$ cat config.mk
export PLATFORM = sky130hd
export DESIGN_NAME = proximity_zone_speed_limiter
export DESIGN_NICKNAME = d
export VERILOG_FILES = /design/src/rtl/core/pzsl_pkg.sv /design/src/rtl/core/pzsl_div.sv /design/src/rtl/core/proximity_zone_speed_limiter.sv
export SDC_FILE = /design/constraint.sdc
export NUM_CORES = 2
export LEC_CHECK = 0
export ABC_AREA = 1
export BUFFER_PORTS_ARGS = -buffer_cell sky130_fd_sc_hd__buf_2
export CAP_MARGIN = 20
export CORE_AREA = 2 2 197 344
export CTS_CLUSTER_SIZE = 40
export DETAILED_ROUTE_END_ITERATION = 12
export DIE_AREA = 0 0 199 346
export PLACE_DENSITY = 0.83
export SKIP_LAST_GASP = 1
export SLEW_MARGIN = 15
export SYNTH_ARGS = -nofsm -noshare
export SYNTH_HDL_FRONTEND = slang
export SYNTH_SLANG_ARGS = --single-unit
$ cat constraint.sdc
create_clock -name clk -period 8.05 [get_ports clk]
set_input_delay 2.0125 -clock clk [delete_from_list [all_inputs] [get_ports clk]]
set_output_delay 2.0125 -clock clk [all_outputs]
set_load 0.02 [all_outputs]
$ cat src/rtl/core/pzsl_pkg.sv
// ----------------------------------------------------------------------------
// pzsl_pkg
// Shared types and constants of the proximity zone speed limiter.
// ----------------------------------------------------------------------------
`default_nettype none

package pzsl_pkg;

	// field and register widths
	localparam int REG_W     = 13;
	localparam int COORD_W   = 16;
	localparam int VEL_W     = 16;
	localparam int CL_W      = 17;
	localparam int REQ_W     = 2;
	localparam int CFG_IDX_W = 3;
	localparam int ZONE_N    = 4;
	localparam int IN_DATA_W  = 80;
	localparam int OUT_DATA_W = 56;

	// request kinds
	localparam logic [REQ_W-1:0] REQ_BEGIN = 2'd0;
	localparam logic [REQ_W-1:0] REQ_POINT = 2'd1;
	localparam logic [REQ_W-1:0] REQ_VEL   = 2'd2;

	// zone indices
	localparam logic [1:0] ZN_FRONT = 2'd0;
	localparam logic [1:0] ZN_REAR  = 2'd1;
	localparam logic [1:0] ZN_LEFT  = 2'd2;
	localparam logic [1:0] ZN_RIGHT = 2'd3;

	// configuration register indices
	localparam logic [CFG_IDX_W-1:0] CFG_HALF_LENGTH = 3'd0;
	localparam logic [CFG_IDX_W-1:0] CFG_HALF_WIDTH  = 3'd1;
	localparam logic [CFG_IDX_W-1:0] CFG_REDUCE_DIST = 3'd2;
	localparam logic [CFG_IDX_W-1:0] CFG_ZERO_DIST   = 3'd3;

	// configuration reset values
	localparam logic [REG_W-1:0] RST_HALF_LENGTH = 13'd250;
	localparam logic [REG_W-1:0] RST_HALF_WIDTH  = 13'd200;
	localparam logic [REG_W-1:0] RST_REDUCE_DIST = 13'd500;
	localparam logic [REG_W-1:0] RST_ZERO_DIST   = 13'd100;

	// sequencer states
	typedef enum logic [2:0] {
		ST_IDLE,
		ST_ZONE,
		ST_DIV,
		ST_MUL,
		ST_OUT
	} state_t;

endpackage

`default_nettype wire

$ cat src/rtl/core/pzsl_div.sv
// ----------------------------------------------------------------------------
// pzsl_div
// Restoring divider giving floor((num << QW) / den) for num < den,
// one quotient bit per cycle.
// ----------------------------------------------------------------------------
`default_nettype none

module pzsl_div #(
	parameter int QW = 16
) (
	input  wire logic                      clk,
	input  wire logic                      arst_n,
	input  wire logic                      start,
	input  wire logic [pzsl_pkg::REG_W-1:0] num,
	input  wire logic [pzsl_pkg::REG_W-1:0] den,
	output logic                           done,
	output logic [QW-1:0]                  quot
);

	localparam int CW = $clog2(QW + 1);

	logic                       busy_q;
	logic                       done_q;
	logic [CW-1:0]              cnt_q;
	logic [pzsl_pkg::REG_W-1:0] rem_q;
	logic [pzsl_pkg::REG_W-1:0] den_q;
	logic [QW-1:0]              quot_q;
	logic [pzsl_pkg::REG_W:0]   shifted;
	logic                       fits;

	// one restoring step
	assign shifted = {rem_q, 1'b0};
	assign fits    = shifted >= {1'b0, den_q};

	// control
	always_ff @(posedge clk or negedge arst_n) begin
		if (!arst_n) begin
			busy_q <= 1'b0;
			done_q <= 1'b0;
			cnt_q  <= '0;
		end else begin
			done_q <= 1'b0;
			if (start) begin
				busy_q <= 1'b1;
				cnt_q  <= CW'(QW);
			end else if (busy_q) begin
				cnt_q <= cnt_q - 1'b1;
				if (cnt_q == CW'(1)) begin
					busy_q <= 1'b0;
					done_q <= 1'b1;
				end
			end
		end
	end

	// datapath
	always_ff @(posedge clk) begin
		if (start) begin
			rem_q  <= num;
			den_q  <= den;
			quot_q <= '0;
		end else if (busy_q) begin
			if (fits) begin
				rem_q <= pzsl_pkg::REG_W'(shifted - {1'b0, den_q});
			end else begin
				rem_q <= shifted[pzsl_pkg::REG_W-1:0];
			end
			quot_q <= {quot_q[QW-2:0], fits};
		end
	end

	assign done = done_q;
	assign quot = quot_q;

endmodule

`default_nettype wire

$ cat src/rtl/core/proximity_zone_speed_limiter.sv
// ----------------------------------------------------------------------------
// proximity_zone_speed_limiter
// Tracks four clearance boxes around a robot body and limits velocity
// commands by the smallest speed factor found in each hit box.
// ----------------------------------------------------------------------------
// Takes one request at a time; s_axis_tready is high only while the sequencer
// is idle. A begin request is handled while the sequencer stays idle. An
// obstacle point is accepted and then each box is tested in turn; a box whose
// clearance lies strictly between zero_distance and reduce_distance also
// takes its factor through the single bit-serial divider before the next box.
// A velocity command is accepted, makes three passes through the one shared
// multiplier and then loads the result register, which holds the result while
// the next request is taken; that load waits for as long as an earlier result
// is still unaccepted. Speed factors are unsigned Q1.FACTOR_BITS.
`default_nettype none

module proximity_zone_speed_limiter #(
	parameter int FACTOR_BITS = 16
) (
	input  wire logic                                 clk,
	input  wire logic                                 arst_n,
	// configuration write port
	input  wire logic                                 cfg_we,
	input  wire logic [pzsl_pkg::CFG_IDX_W-1:0]       cfg_index,
	input  wire logic [pzsl_pkg::REG_W-1:0]           cfg_data,
	// request stream
	input  wire logic                                 s_axis_tvalid,
	output logic                                      s_axis_tready,
	// point_x, point_y, cmd_vx, cmd_vy, cmd_yaw
	input  wire logic [pzsl_pkg::IN_DATA_W-1:0]       s_axis_tdata,
	// req_type
	input  wire logic [pzsl_pkg::REQ_W-1:0]           s_axis_tuser,
	// result stream
	output logic                                      m_axis_tvalid,
	input  wire logic                                 m_axis_tready,
	// out_vx, out_vy, out_yaw, zone_hits, zero fill
	output logic [pzsl_pkg::OUT_DATA_W-1:0]           m_axis_tdata
);

	localparam int FW = FACTOR_BITS + 1;
	localparam int PW = pzsl_pkg::VEL_W + FW;
	localparam logic [FW-1:0] FACTOR_ONE = {1'b1, {FACTOR_BITS{1'b0}}};
	localparam int CL_W  = pzsl_pkg::CL_W;
	localparam int REG_W = pzsl_pkg::REG_W;
	localparam int VEL_W = pzsl_pkg::VEL_W;

	pzsl_pkg::state_t state_q, state_d;

	logic [REG_W-1:0] hl_q, hw_q, rd_q, zd_q;

	logic signed [VEL_W-1:0] px_q, py_q, vx_q, vy_q, yaw_q;
	logic [FW-1:0]           fx_q, fy_q, fa_q;

	logic          zone_hit_q    [pzsl_pkg::ZONE_N];
	logic [FW-1:0] zone_factor_q [pzsl_pkg::ZONE_N];
	logic [1:0]    zone_q;

	logic [1:0]       mul_cnt_q;
	logic [VEL_W-1:0] mag_q [3];

	logic                                m_valid_q;
	logic [pzsl_pkg::OUT_DATA_W-1:0]     m_data_q;

	logic                    accept;
	logic [pzsl_pkg::REQ_W-1:0] req;
	logic signed [VEL_W-1:0] in_vx, in_vy;

	logic signed [CL_W-1:0] xs, ys, hl_s, hw_s, rd_s;
	logic signed [CL_W-1:0] clr, lat, lat_h;
	logic                   in_box, zero_hit, full_hit, need_div;
	logic [REG_W-1:0]       gap;

	logic                   div_start, div_done;
	logic [FACTOR_BITS-1:0] div_quot;

	logic          upd_en, zone_adv, out_load;
	logic [FW-1:0] upd_f;

	logic [FW-1:0]           fx, fy, fa;
	logic signed [VEL_W-1:0] v_sel;
	logic [FW-1:0]           f_sel;
	logic [VEL_W-1:0]        mag;
	logic [PW-1:0]           prod;
	logic [VEL_W-1:0]        res_vx, res_vy, res_yaw;
	logic [pzsl_pkg::ZONE_N-1:0] hits;

	// request handshake
	assign s_axis_tready = (state_q == pzsl_pkg::ST_IDLE);
	assign accept        = s_axis_tvalid && s_axis_tready;
	assign req           = s_axis_tuser;
	assign in_vx         = $signed(s_axis_tdata[47:32]);
	assign in_vy         = $signed(s_axis_tdata[63:48]);

	// configuration registers
	always_ff @(posedge clk or negedge arst_n) begin
		if (!arst_n) begin
			hl_q <= pzsl_pkg::RST_HALF_LENGTH;
			hw_q <= pzsl_pkg::RST_HALF_WIDTH;
			rd_q <= pzsl_pkg::RST_REDUCE_DIST;
			zd_q <= pzsl_pkg::RST_ZERO_DIST;
		end else if (cfg_we) begin
			unique case (cfg_index)
				pzsl_pkg::CFG_HALF_LENGTH: hl_q <= cfg_data;
				pzsl_pkg::CFG_HALF_WIDTH:  hw_q <= cfg_data;
				pzsl_pkg::CFG_REDUCE_DIST: rd_q <= cfg_data;
				pzsl_pkg::CFG_ZERO_DIST:   zd_q <= cfg_data;
				default: ;
			endcase
		end
	end

	// box test for the zone under work
	always_comb begin
		xs   = CL_W'(px_q);
		ys   = CL_W'(py_q);
		hl_s = $signed({{(CL_W-REG_W){1'b0}}, hl_q});
		hw_s = $signed({{(CL_W-REG_W){1'b0}}, hw_q});
		rd_s = $signed({{(CL_W-REG_W){1'b0}}, rd_q});
		unique case (zone_q)
			pzsl_pkg::ZN_FRONT: begin
				clr   = xs - hl_s;
				lat   = ys;
				lat_h = hw_s;
			end
			pzsl_pkg::ZN_REAR: begin
				clr   = -hl_s - xs;
				lat   = ys;
				lat_h = hw_s;
			end
			pzsl_pkg::ZN_LEFT: begin
				clr   = ys - hw_s;
				lat   = xs;
				lat_h = hl_s;
			end
			default: begin
				clr   = -hw_s - ys;
				lat   = xs;
				lat_h = hl_s;
			end
		endcase
		in_box   = (clr >= 0) && (clr <= rd_s) && (lat >= -lat_h) && (lat <= lat_h);
		gap      = clr[REG_W-1:0];
		zero_hit = gap <= zd_q;
		full_hit = gap >= rd_q;
		need_div = in_box && !zero_hit && !full_hit;
	end

	// shared divider for the linear part of the factor
	pzsl_div #(
		.QW(FACTOR_BITS)
	) u_div (
		.clk   (clk),
		.arst_n(arst_n),
		.start (div_start),
		.num   (REG_W'(gap - zd_q)),
		.den   (REG_W'(rd_q - zd_q)),
		.done  (div_done),
		.quot  (div_quot)
	);

	// next state
	always_comb begin
		state_d = state_q;
		unique case (state_q)
			pzsl_pkg::ST_IDLE: begin
				if (accept && req == pzsl_pkg::REQ_POINT) begin
					state_d = pzsl_pkg::ST_ZONE;
				end else if (accept && req == pzsl_pkg::REQ_VEL) begin
					state_d = pzsl_pkg::ST_MUL;
				end
			end
			pzsl_pkg::ST_ZONE: begin
				if (need_div) begin
					state_d = pzsl_pkg::ST_DIV;
				end else if (zone_q == pzsl_pkg::ZN_RIGHT) begin
					state_d = pzsl_pkg::ST_IDLE;
				end
			end
			pzsl_pkg::ST_DIV: begin
				if (div_done) begin
					state_d = (zone_q == pzsl_pkg::ZN_RIGHT) ? pzsl_pkg::ST_IDLE
					                                        : pzsl_pkg::ST_ZONE;
				end
			end
			pzsl_pkg::ST_MUL: begin
				if (mul_cnt_q == 2'd2) begin
					state_d = pzsl_pkg::ST_OUT;
				end
			end
			pzsl_pkg::ST_OUT: begin
				if (!m_valid_q || m_axis_tready) begin
					state_d = pzsl_pkg::ST_IDLE;
				end
			end
			default: state_d = pzsl_pkg::ST_IDLE;
		endcase
	end

	// sequencer outputs
	always_comb begin
		div_start = 1'b0;
		upd_en    = 1'b0;
		upd_f     = '0;
		zone_adv  = 1'b0;
		out_load  = 1'b0;
		unique case (state_q)
			pzsl_pkg::ST_ZONE: begin
				if (!in_box) begin
					zone_adv = 1'b1;
				end else if (zero_hit) begin
					upd_en   = 1'b1;
					zone_adv = 1'b1;
				end else if (full_hit) begin
					upd_en   = 1'b1;
					upd_f    = FACTOR_ONE;
					zone_adv = 1'b1;
				end else begin
					div_start = 1'b1;
				end
			end
			pzsl_pkg::ST_DIV: begin
				if (div_done) begin
					upd_en   = 1'b1;
					upd_f    = {1'b0, div_quot};
					zone_adv = 1'b1;
				end
			end
			pzsl_pkg::ST_OUT: begin
				out_load = !m_valid_q || m_axis_tready;
			end
			default: ;
		endcase
	end

	always_ff @(posedge clk or negedge arst_n) begin
		if (!arst_n) begin
			state_q <= pzsl_pkg::ST_IDLE;
		end else begin
			state_q <= state_d;
		end
	end

	// zone state
	always_ff @(posedge clk or negedge arst_n) begin
		if (!arst_n) begin
			for (int i = 0; i < pzsl_pkg::ZONE_N; i++) begin
				zone_hit_q[i]    <= 1'b0;
				zone_factor_q[i] <= FACTOR_ONE;
			end
			zone_q <= '0;
		end else begin
			if (accept && req == pzsl_pkg::REQ_BEGIN) begin
				for (int i = 0; i < pzsl_pkg::ZONE_N; i++) begin
					zone_hit_q[i]    <= 1'b0;
					zone_factor_q[i] <= FACTOR_ONE;
				end
			end
			if (upd_en) begin
				zone_hit_q[zone_q] <= 1'b1;
				if (upd_f < zone_factor_q[zone_q]) begin
					zone_factor_q[zone_q] <= upd_f;
				end
			end
			if (accept) begin
				zone_q <= pzsl_pkg::ZN_FRONT;
			end else if (zone_adv) begin
				zone_q <= zone_q + 1'b1;
			end
		end
	end

	// factor selection for a velocity command
	always_comb begin
		fx = FACTOR_ONE;
		if (zone_hit_q[pzsl_pkg::ZN_FRONT] && !in_vx[VEL_W-1]) begin
			fx = zone_factor_q[pzsl_pkg::ZN_FRONT];
		end
		if (zone_hit_q[pzsl_pkg::ZN_REAR] && in_vx[VEL_W-1]) begin
			fx = zone_factor_q[pzsl_pkg::ZN_REAR];
		end
		fy = FACTOR_ONE;
		if (zone_hit_q[pzsl_pkg::ZN_LEFT] && !in_vy[VEL_W-1]) begin
			fy = zone_factor_q[pzsl_pkg::ZN_LEFT];
		end
		if (zone_hit_q[pzsl_pkg::ZN_RIGHT] && in_vy[VEL_W-1]) begin
			fy = zone_factor_q[pzsl_pkg::ZN_RIGHT];
		end
		fa = FACTOR_ONE;
		for (int i = 0; i < pzsl_pkg::ZONE_N; i++) begin
			if (zone_hit_q[i] && zone_factor_q[i] < fa) begin
				fa = zone_factor_q[i];
			end
		end
	end

	// request payload capture
	always_ff @(posedge clk) begin
		if (accept) begin
			px_q  <= $signed(s_axis_tdata[15:0]);
			py_q  <= $signed(s_axis_tdata[31:16]);
			vx_q  <= in_vx;
			vy_q  <= in_vy;
			yaw_q <= $signed(s_axis_tdata[79:64]);
			fx_q  <= fx;
			fy_q  <= fy;
			fa_q  <= fa;
		end
	end

	// shared multiplier, one axis per cycle
	always_comb begin
		unique case (mul_cnt_q)
			2'd0: begin
				v_sel = vx_q;
				f_sel = fx_q;
			end
			2'd1: begin
				v_sel = vy_q;
				f_sel = fy_q;
			end
			default: begin
				v_sel = yaw_q;
				f_sel = fa_q;
			end
		endcase
		mag  = v_sel[VEL_W-1] ? VEL_W'(-v_sel) : VEL_W'(v_sel);
		prod = PW'(mag) * PW'(f_sel);
	end

	always_ff @(posedge clk or negedge arst_n) begin
		if (!arst_n) begin
			mul_cnt_q <= '0;
		end else if (accept) begin
			mul_cnt_q <= '0;
		end else if (state_q == pzsl_pkg::ST_MUL) begin
			mul_cnt_q <= mul_cnt_q + 1'b1;
		end
	end

	always_ff @(posedge clk) begin
		if (state_q == pzsl_pkg::ST_MUL) begin
			mag_q[mul_cnt_q] <= prod[FACTOR_BITS +: VEL_W];
		end
	end

	// sign restore and result packing
	assign res_vx  = vx_q[VEL_W-1]  ? VEL_W'(-mag_q[0]) : mag_q[0];
	assign res_vy  = vy_q[VEL_W-1]  ? VEL_W'(-mag_q[1]) : mag_q[1];
	assign res_yaw = yaw_q[VEL_W-1] ? VEL_W'(-mag_q[2]) : mag_q[2];

	always_comb begin
		for (int i = 0; i < pzsl_pkg::ZONE_N; i++) begin
			hits[i] = zone_hit_q[i];
		end
	end

	// result register
	always_ff @(posedge clk or negedge arst_n) begin
		if (!arst_n) begin
			m_valid_q <= 1'b0;
		end else if (out_load) begin
			m_valid_q <= 1'b1;
		end else if (m_axis_tready) begin
			m_valid_q <= 1'b0;
		end
	end

	always_ff @(posedge clk) begin
		if (out_load) begin
			m_data_q <= {4'b0000, hits, res_yaw, res_vy, res_vx};
		end
	end

	assign m_axis_tvalid = m_valid_q;
	assign m_axis_tdata  = m_data_q;

endmodule

`default_nettype wire

==> metrics.md <==
| Metric | Value |
|---|---|
| Avg WL per Cell | approximately 20 µm |
| Hold buffers post-CTS | 0 |
| Final WL | about 110000 µm |
| Core region area | about 0.066 mm² |
| Cells after synthesis | 4420 |
| Asr flop ratio synth | 0.3374 |
| Cells on worst reg2reg path | 37 |
| Seq/Total Area, Yosys | 0.3210 |
| Cell with the most instances after synthesis | nand2_1 |
| CP endpoint kind | register |
| Drt drc | 0 |
| Fill count | between 5k and 6k |
| Synth area leaders | edfxtp_1 21%, ha_1 12%, fa_1 12% |
| Synthesized area per cell | around 8 µm² |
| IO Pins | between 150 and 200 |
| Die H | roughly 350 µm |
| CTS buffer count | 41 |
| Top cell type by total area after synthesis | edfxtp_1 |
| Global-route wire length before repair | 173100 µm |
| Synth top area share | 0.2146 |
| # Max-Cap Violations | 0 |
| Clock buffer depth | 3 |
| FP Rows | between 100 and 150 |
| Worst-path clk slew | roughly 0.070 ns |
| Initial Util | 0.5436 |
| Vias | about 32k |
| Critical path class | reg2reg |
| Clk root buf | clkbuf_16 |
| Largest net degree at the start of global routing | 80 |
| Skew final | just under 0.04 ns |
| Cell mode on critical path | nand2_1 |
| H-tree depth | 2 |
| Critical-path top delay cell | a2111oi_0 |
| CP max FO | 28 |
| Worst min-delay path class | reg2reg |
| CTS Sinks | about 400 |
| CTS tree | done |
| Max Clock Freq | approximately 130 MHz |
| CP Data Arrival Time | approximately 8.4 ns |
| Fin nets | between 5k and 6k |
| Core Util, Final | 0.6020 |
| Cells on Worst Hold Path | 0 |
| Initial antenna violation count | 2 |
| Final Hold Slack | about 0.47 ns |
| Die ar. | ~0.069 mm² |
| Status | complete, no violations |
| DRT Pass-1 Iters | 7 |
| Input/output buffers | around 160 |
| Post-Syn Area | around 0.036 mm² |
| Worst-margin pin slew | between 1 and 1.5 ns |
| P&R area growth vs syn | 10.75% |
| Startpoint types | register |
| Overall Global Routing Usage | 0.3334 |
| Final Hold Viols | 0 |
| Most frequent cells after synthesis | 1008 x nand2_1, 746 x inv_1, 376 x nor2_1 |
| Hold Path End | m_axis_tdata[50] |
| Final setup violating endpoints | 0 |
| Reg2Reg Launch Point | hl_q[1] |
| Initial DRC Count | roughly 2k |
| Max-slew violation count | 0 |
| Required time of the critical path | 8.59 ns |
| RR Endpoint | zone_factor_q[34] |
| Vias in the first global route | around 33k |
| Layout cells sized above 1 | 0.09849 |
| Distinct cells, synth | 73 |
| Gp weighted congestion | approximately 1.1 |
| Hpwl dp | roughly 90000 µm |
| Unrepaired setup endpoints after global routing | true |
| Post-synth top flop | edfxtp_1 |
| Tmin final | 7.818 ns |
| Die Wd | 199 µm |
| Slew headroom | 0.3313 |
| Reg2reg setup slack | 0.23 ns |
| Sum of negative setup slack | 0 ns |
| Yosys warning count | 0 |
| HP Start | hits[2] |
| Post-synth EDFFs | roughly 260 |
| Clock insertion delay at the later pin of the skew report | ~0.61 ns |
| Crit share post-route | 0.9712 |
| Vias per Instance | between 5 and 6 |
| FF+latch area | about 0.012 mm² |
| Multi-input gate area | roughly 0.021 mm² |
| Slowest stage delay, CP | 0.59 ns |
| Remaining Overflow, GRT | 0 |
| Remaining antenna violation count | 0 |
| Post-synthesis register bit count | between 400 and 500 |
-- layout by cell type (no fill, tap or decap), types with 42 or more instances in the layout --
cell       Yosys  final
nor3_1        45     44
xor2_1        90     87
nor2_1       376    373
inv_1        746    741
nand4_1       96     96
ha_1         342    339
o21ai_0      212    210
a21oi_1      235    231
buf_4          6    116
clkbuf_16      0     42
nand3_1      157    156
fa_1         213    212
nand2_1     1008   1007
dfrtp_1      117    117
buf_2         34    155
edfxtp_1     257    257
-- worst max-delay path, delay by kind of cell (launching register included) --
family	cells	cell delay (ns)
and+or+nand+nor	17	2.20
AOI/OAI and AO/OA	8	2.15
adders and majority gates	5	1.64
buffers and inverters	6	1.06
DFF	1	0.55
xor gates and xnor gates	1	0.11
-- per-stage QoR --
stage,setup slack (ns),std cells,area [µm²]
finish,0.2319,5541,39830
detailed placement,0.1543,5456,38230
global route,-0.1107,5539,39820
floorplan,0.6325,4423,35970
global placement,0.3312,5456,38230
CTS,0.1208,5531,39630
-- how the worst max path moves through the flow --
| stage | end | start | depth (start not counted) | slack (ns) |
|---|---|---|---|---|
| 2_1_floorplan | mag_q[0][9] | mul_cnt_q[0] | 39 | 0.63 |
| 3_3_place_gp | mag_q[1][9] | mul_cnt_q[0] | 35 | 0.33 |
| 3_5_place_dp | mag_q[1][9] | mul_cnt_q[0] | 35 | 0.15 |
| 4_1_cts | mag_q[1][9] | mul_cnt_q[0] | 35 | 0.12 |
| 5_1_grt | mag_q[1][13] | mul_cnt_q[0] | 38 | -0.11 |
| 6_report | zone_factor_q[34] | hl_q[1] | 37 | 0.23 |
-- metal layers --
layer / vias to the layer above / GRT usage / share of wire
li1: 14750 / - / -
met1: 14730 / 0.2895 / 0.29
met2: 1511 / 0.6043 / 0.52
met3: 679 / 0.06603 / 0.066
met4: 0 / 0.3477 / 0.12
met5: - / 0 / 0
-- state kept, by name, indices dropped and copies added, names as in the netlist, 4 cells and up --
| register | cells |
|---|---|
| zone_factor_q | 68 |
| m_axis_tdata | 52 |
| mag_q | 48 |
| fa_q | 17 |
| fx_q | 17 |
| fy_q | 17 |
| px_q | 16 |
| py_q | 16 |
| u_div.quot | 16 |
| vx_q | 16 |
| vy_q | 16 |
| yaw_q | 16 |
| hl_q | 13 |
| hw_q | 13 |
| rd_q | 13 |
| u_div.den_q | 13 |
| u_div.rem_q | 13 |
| zd_q | 13 |
| u_div.cnt_q | 5 |
| hits | 4 |
-- cell type report --
type                            count  area share
Clock inverter                     23    0.006943
Multi-Input combinational cell   3101      0.5282
Tap cell                          889     0.02793
Clock buffer                       52     0.02818
Timing Repair Buffer              278     0.04461
Sequential cell                   412      0.2898
Inverter                          784     0.07417
Antenna cell                        2   0.0001257
-- repair_timing --
item | CTS | global route
resized for setup | 0 | 25
setup endpoints to repair | 0 | 90
setup buffers | 0 | 7
-- cell families after synthesis --
| group | after synthesis | synth area share |
|---|---|---|
| AND/OR/NAND/NOR | 1741 | 0.2031 |
| buffers and inverters | 910 | 0.09783 |
| AO/OA/AOI/OAI | 676 | 0.1097 |
| adder cells (fa/ha/maj) | 555 | 0.2376 |
| flip-flops | 412 | 0.3210 |
| XOR/XNOR | 125 | 0.03065 |
| other | 1 | 0.0001043 |
Power is not shown: default switching activity piles up to over one toggle a cycle in this logic, so the estimate is an artifact.
